--- src/rtl/tsq_pkg.sv ---
// Package of the task scheduler: sizes, command and status codes, payload types.
// No dependencies; used by the top level, the queue cell and the checker.
package tsq_pkg;

    localparam int TASK_SLOTS  = 64;
    localparam int STACK_DEPTH = 64;
    localparam int SLOT_AW     = $clog2(TASK_SLOTS);
    localparam int SLOT_CW     = $clog2(TASK_SLOTS + 1);
    localparam int STACK_AW    = $clog2(STACK_DEPTH);
    localparam int STACK_CW    = $clog2(STACK_DEPTH + 1);
    localparam int TOTAL_W     = 22;
    localparam int QLEN_W      = 7;

    // Command codes carried in the mode field.
    localparam logic [2:0] MODE_REGISTER = 3'd0;
    localparam logic [2:0] MODE_REMOVE   = 3'd1;
    localparam logic [2:0] MODE_CHANGE   = 3'd2;
    localparam logic [2:0] MODE_DISPATCH = 3'd3;
    localparam logic [2:0] MODE_LOOKUP   = 3'd4;

    typedef enum logic [2:0] {
        ST_OK        = 3'd0,
        ST_DUPLICATE = 3'd1,
        ST_NOT_FOUND = 3'd2,
        ST_FULL      = 3'd3,
        ST_EMPTY     = 3'd4,
        ST_BAD_PRIO  = 3'd5
    } t_status;

    // Input transaction, last field in the lowest bits.
    typedef struct packed {
        logic [2:0]  pad;
        logic [15:0] memory_mb;
        logic [1:0]  priority_req;
        logic [15:0] task_id;
        logic [2:0]  mode;
    } t_cmd;

    // Result transaction, last field in the lowest bits.
    typedef struct packed {
        logic [4:0]         pad;
        logic [QLEN_W-1:0]  queue_length;
        logic [TOTAL_W-1:0] total_used;
        logic [15:0]        freed_amount;
        logic [15:0]        freed_owner;
        logic               freed_valid;
        logic [15:0]        result_memory;
        logic [1:0]         result_priority;
        logic [15:0]        result_id;
        t_status            status;
    } t_result;

    // Task table entry and memory stack block.
    typedef struct packed {
        logic [15:0] id;
        logic [1:0]  prio;
        logic [15:0] mem;
    } t_slot;

    typedef struct packed {
        logic [15:0] owner;
        logic [15:0] amount;
    } t_block;

    // Operation broadcast to every cell of the ready queue.
    typedef enum logic [1:0] {
        Q_NOP,
        Q_INSERT,
        Q_REMOVE
    } t_q_kind;

    typedef struct packed {
        t_q_kind     kind;
        logic [15:0] id;
        logic [1:0]  prio;
    } t_q_op;

    // What one cell shows its neighbors.
    typedef struct packed {
        logic        valid;
        logic [15:0] id;
        logic [1:0]  prio;
        logic        ahead;
        logic        shift;
    } t_cell_link;

endpackage

--- src/rtl/tsq_cell.sv ---
// One cell of the ready queue: holds one entry, shifts toward or away from the head.
// Depends on tsq_pkg.
module tsq_cell (
    input  logic               i_clk,
    input  logic               i_rst_n,
    input  tsq_pkg::t_q_op     i_op,
    input  tsq_pkg::t_cell_link i_left,
    input  tsq_pkg::t_cell_link i_right,
    output tsq_pkg::t_cell_link o_link
);
    import tsq_pkg::*;

    logic        r_valid;
    logic [15:0] r_id;
    logic [1:0]  r_prio;
    logic        w_ahead;
    logic        w_hit;
    logic        w_shift;

    // This entry stays ahead of a new one of equal or lower priority.
    assign w_ahead = r_valid && (r_prio >= i_op.prio);
    // Once the removed id is seen, every cell from there on pulls from the right.
    assign w_hit   = r_valid && (r_id == i_op.id);
    assign w_shift = i_left.shift || w_hit;

    always_ff @(posedge i_clk) begin
        if (!i_rst_n) begin
            r_valid <= 1'b0;
        end else begin
            case (i_op.kind)
                Q_INSERT: begin
                    if (!w_ahead) begin
                        if (i_left.ahead) begin
                            r_valid <= 1'b1;
                            r_id    <= i_op.id;
                            r_prio  <= i_op.prio;
                        end else begin
                            r_valid <= i_left.valid;
                            r_id    <= i_left.id;
                            r_prio  <= i_left.prio;
                        end
                    end
                end
                Q_REMOVE: begin
                    if (w_shift) begin
                        r_valid <= i_right.valid;
                        r_id    <= i_right.id;
                        r_prio  <= i_right.prio;
                    end
                end
                default: begin
                end
            endcase
        end
    end

    assign o_link.valid = r_valid;
    assign o_link.id    = r_id;
    assign o_link.prio  = r_prio;
    assign o_link.ahead = w_ahead;
    assign o_link.shift = w_shift;

endmodule

--- config.mk ---
export PLATFORM = sky130hd
export DESIGN_NAME = tsq_cell
export DESIGN_NICKNAME = d
export VERILOG_FILES = /design/src/rtl/tsq_pkg.sv /design/src/rtl/tsq_cell.sv
export SDC_FILE = /design/constraint.sdc
export NUM_CORES = 1
export LEC_CHECK = 0
export ABC_AREA = 0
export BUFFER_PORTS_ARGS = -buffer_cell sky130_fd_sc_hd__buf_2
export CAP_MARGIN = 20
export CORE_MARGIN = 2
export CORE_UTILIZATION = 44
export CTS_CLUSTER_DIAMETER = 60
export DETAILED_ROUTE_END_ITERATION = 12
export GPL_TIMING_DRIVEN = 0
export PLACE_DENSITY = 0.84
export SLEW_MARGIN = 20
export SYNTH_ARGS = -nofsm -noshare
export SYNTH_HDL_FRONTEND = slang
export SYNTH_SLANG_ARGS = --single-unit
--- constraint.sdc ---
create_clock -name i_clk -period 5.3 [get_ports i_clk]
set_input_delay 0.795 -clock i_clk [delete_from_list [all_inputs] [get_ports i_clk]]
set_output_delay 0.795 -clock i_clk [all_outputs]
set_load 0.05 [all_outputs]
After elaboration in Yosys (flattened, before gate mapping)
Cells that the tools add are included.
- magnitude comparators: 1
- eq/ne operators: 5
- mux-type cells: 12
- reduce and logical (&&, ||, !) cells: 6
- operator list (kind ; count):
    two-way mux 16 bit ; 3
    case mux 16 bit (2 select lines) ; 1
    equality test 16 bit ; 1
    two-way mux 2 bit ; 3
    inequality test 2 bit (second input constant) ; 2
    case mux 2 bit (2 select lines) ; 1
    AND reduction 4 bit ; 1
    two-way mux 1 bit ; 3
    AND reduction 3 bit ; 1
    equality test 2 x 1 -> 1 bit (second input constant) ; 1
    equality test 2 bit (second input constant) ; 1
    greater-or-equal comparator 2 bit ; 1
    logical AND 1 bit ; 2
    case mux 1 bit (2 select lines) ; 1
    nonzero test 2 bit ; 1
    logical OR 1 bit ; 1
- bits in registers: 19
- output and inout bits: 21
- word-level logic and storage cells: 27

Depth between registers and ports, before layout
- depth after elaboration: 5
- gate-level depth with buffers: 8
- mapped depth without buffers: 8

Worst setup path after synthesis
No wires, ideal clock.
- path type: input -> register
- start point: input port i_op[0] (netlist bit)
- end point: register r_id[0], enable pin
- arrival: 3.120 ns
- setup slack: 1.759 ns
- stages on the path: 6
- path buffers: 0
- path through: ha_1 > nand2b_1 > a21oi_1 > nor2b_1 > or3b_1 > a21boi_0
- word-level cells in the longest chain between the ends: 4
- RTL lines (item ; line ; RTL):
    start, declared ; tsq_cell.sv:6 ; input tsq_pkg::t_q_op i_op,
    greater-or-equal comparator 2 bit ; tsq_cell.sv:21 ; assign w_ahead = r_valid && (r_prio >= i_op.prio);
    logical AND 1 bit ; tsq_cell.sv:21 ;
    net w_ahead ; tsq_cell.sv:16 ; logic w_ahead;
    inequality test 2 bit (no line) ; - ;
    AND reduction 4 bit (no line) ; - ;
    end signal, assigned ; tsq_cell.sv:35 ; r_id <= i_op.id;
    end signal, assigned ; tsq_cell.sv:39 ; r_id <= i_left.id;
    end signal, assigned ; tsq_cell.sv:47 ; r_id <= i_right.id;
    end, declared ; tsq_cell.sv:14 ; logic [15:0] r_id;
The timed path passes the listed nets, and every way through them passes these cells.
A chain may end at the register's enable or synchronous reset.

Final worst setup path
- start point: input port i_op[7] (netlist bit)
- end point: output port o_link[0] (netlist bit)
- word-level cells in the longest chain between the ends: 3
- RTL lines (item ; line ; RTL):
    equality test 16 bit ; tsq_cell.sv:23 ; assign w_hit = r_valid && (r_id == i_op.id);
    logical AND 1 bit ; tsq_cell.sv:23 ;
    logical OR 1 bit ; tsq_cell.sv:24 ; assign w_shift = i_left.shift || w_hit;
    end, declared ; tsq_cell.sv:9 ; output tsq_pkg::t_cell_link o_link
Every way passes these cells.

==> implementation parameters <==
Parameter                              Value

Cells and area
  Fin nets    between 200 and 300
  Core utilization of the finished layout    63.39%
  Synthesis-to-layout area growth    38.92%
  Post-Layout Cell Count    roughly 240
  Commonest non-fill, non-tap cells in the layout    buf_2, mux2i_1, nand2_1, o21ai_0, edfxtp_1
  Share of final-layout standard cells stronger than drive strength 1    between 40 and 50%
  Diodes inserted    0
  Most frequent standard cell in the layout excluding fill and tap cells    buf_2

Die
  Count of boundary I/O pins    85
  Row Count    19
  Chip width    between 50 and 60 um
  Total die area    about 3300 sq um
  Initial standard-cell utilization of the core    a little under half
  Die boundary height    57.25 um
  Core footprint    between 2000 and 3000 sq um

Clock tree
  CTS hold repair buffers    0
  Maximum clock insertion buffer count    2
  Resize count post-CTS    0
  Inserted Clock Buffers    3
  Post-CTS Repair Setup Buffers    0
  Clock tree from TritonCTS    yes
  Clk_lat worst skew    approximately 0.29 ns
  CTS Root Buffer Type    clkbuf_4
  Number of sinks handled by clock tree synthesis    19
  Clock slew at reported path FFs    approximately 0.11 ns
  CTS H-tree depth    1

Power
  Pwr per Cell Area    roughly 210 nW/um^2
  Worst supply voltage drop on vdd    0.0001813 V
  Reported net switching power    ~110 uW
  Leakage power figure    0.8075 nW
  Clock network fraction of total power    20.0%
  Sequential power share    49.5%
  Part of the power in combinational logic    a little under a third
  Switching power share of the total    31.18%
  Total Power Consumption    364.1 uW
  Internal power    ~250 uW

Setup path
  Category of the critical setup timing path    in -> out
  Largest fanout on the critical path    3
  Crit path launch type    input pin
  Data arrival time of the critical path    2.05 ns
  Category of the worst setup path capture point    output port
  Required time at the worst-slack endpoint    4.51 ns

Timing
  Hold slack    roughly 0.72 ns
  Final critical delay including setup and external delays    about 2.8 ns
  Total count of hold-check failures in the final report    0
  Clock Skews    ~0.0027 ns
  Setup violation total in the final timing report    0
  Highest clock frequency the design can meet    351.6 MHz
  Slew at the pin closest to its max-slew limit    0.4620 ns
  Final worst path period share    53.67%
  Unrepaired setup endpoints after global routing    no
  Max-Slew Margin vs Limit    just under 70%
  Final Max Slew Viols    0
  Setup TNS    0 ns

Detailed routing
  Antenna-violating nets left    0
  Number of design-rule violations left by the first detailed-router iteration    24
  Wire length per cell    12.81 um
  DRC violations left    0
  Initial DRT Pass Iterations    4
  Via count    1172
  Routed wire length    3035 um
  Per-cell via count in the routed design    slightly below 5

Global route
  Global-route wire length before repair    5202 um
  GRT overflow    0
  Met3 capacity usage during global routing    4.762%
  Routing layer with the top usage in global route    met2
  Met2 Resource Use GR    35.14%
  Pin count of the biggest net entering global routing    12
  GRT Total Usage    20.52%
  Via count of the first global-routing pass    ~1200
  Antenna violations before repair    0
  Met1 Usage GRT    25.95%

Placement
  HPWL Detailed    between 2000 and 3000 um
  Count of input and output buffers    between 80 and 90
  Final Wtd Congestion    0.8123
  Number of placed instances, taps included    233

Synth
  Cell Area, Synth    1247 sq um
  Count of warnings emitted by yosys    0
  Net count after synthesis    about 190
  Fraction of the yosys area taken by sequential cells    about 45%
  Synth Register Bits    19
  Mean Syn Cell Area    10.40 sq um
  Distinct cell type count after synthesis    28
  Post-Synthesis Cells    between 100 and 150

Hold path
  Path type of the worst min-delay path    reg -> reg

Job
  Reported max-cap violation count    0

Outcome
  Outcome    finished clean
stage by stage:
stage | instance area (sq um) | setup WS (ns)
floorplan | 1247 | 1.759
global placement | 1692 | 1.005
detailed placement | 1707 | 2.385
CTS | 1733 | 2.430
global route | 1733 | 2.328
finish | 1733 | 2.456
area by class of cell:
class,instances,area [sq um]
Sequential cell,19,560.5
Inverter,2,7.507
Timing Repair Buffer,82,416.7
Fill cell,244,1001
Clock buffer,4,26.28
Buffer,9,55.05
Tap cell,31,38.79
Multi-Input combinational cell,90,628.1
power by group through the flow:
stage / sequential [mW] / clock [mW] / combinational, mW
floorplan: 0.206 / 0 / 0.0471
global placement: 0.184 / 0 / 0.109
detailed placement: 0.184 / 0 / 0.112
CTS: 0.180 / 0.0755 / 0.112
global route: 0.181 / 0.0840 / 0.123
finish: 0.180 / 0.0728 / 0.111
path summary, 6_finish.rpt:
kind                            slack (ns)   endpoint  cells after the start      start
worst max-delay path                  2.46  o_link[0]                      7    i_op[7]
worst min-delay path                  0.72    r_valid                      2    r_valid
worst max register to register        2.94    r_id[5]                      8  r_prio[0]
worst min register to register        0.72    r_valid                      2    r_valid
cell families (layout without fill, tap and decap cells):
| kind of cell | Yosys count | in the layout | share of synthesized area, % |
|---|---|---|---|
| compound gates | 23 | 23 | 10.63 |
| simple gates | 31 | 31 | 11.73 |
| xor+xnor | 16 | 16 | 11.23 |
| flops | 19 | 19 | 44.93 |
| mux | 18 | 18 | 14.44 |
| buf+inv | 11 | 97 | 5.015 |
| fa+ha+maj | 2 | 2 | 2.006 |
cells in the mapped netlist, drive strengths merged:
cell / instances / share of area, %
inv: 2 / 0.60
mux2i: 18 / 14
nor4: 1 / 0.50
nand2: 19 / 5.9
a21boi: 1 / 0.60
dfxtp: 1 / 1.6
edfxtp: 18 / 43
or3b: 1 / 0.70
nand3: 1 / 0.40
clkbuf: 3 / 0.90
xnor2: 12 / 8.4
nand2b: 1 / 0.50
a41o: 1 / 0.90
o2bb2ai: 1 / 0.70
ha: 2 / 2.0
o21ai: 18 / 7.2
nand4: 2 / 1.0
buf: 6 / 3.5
nor3: 1 / 0.40
nor2b: 2 / 1.0
nor2: 1 / 0.30
a21oi: 1 / 0.40
xor2: 4 / 2.8
a32o: 1 / 0.80
and2: 2 / 1.0
layer usage:
metal	wire, um	vias to the layer above
met5	0	-
met4	19	0
met3	256	2
met2	1523	51
met1	1236	522
li1	-	597
critical path, stage by stage:
cell and delay (ns):
buf_2 0.11, xnor2_1 0.18, nand4_1 0.12, nor3_1 0.24
a41o_2 0.26, buf_4 0.10, buf_2 0.24
state kept, by name, summed over array words and instances, names as in the netlist:
signal	cells
r_id	16
r_prio	2
r_valid	1
Power figures use the tool's default switching activity.
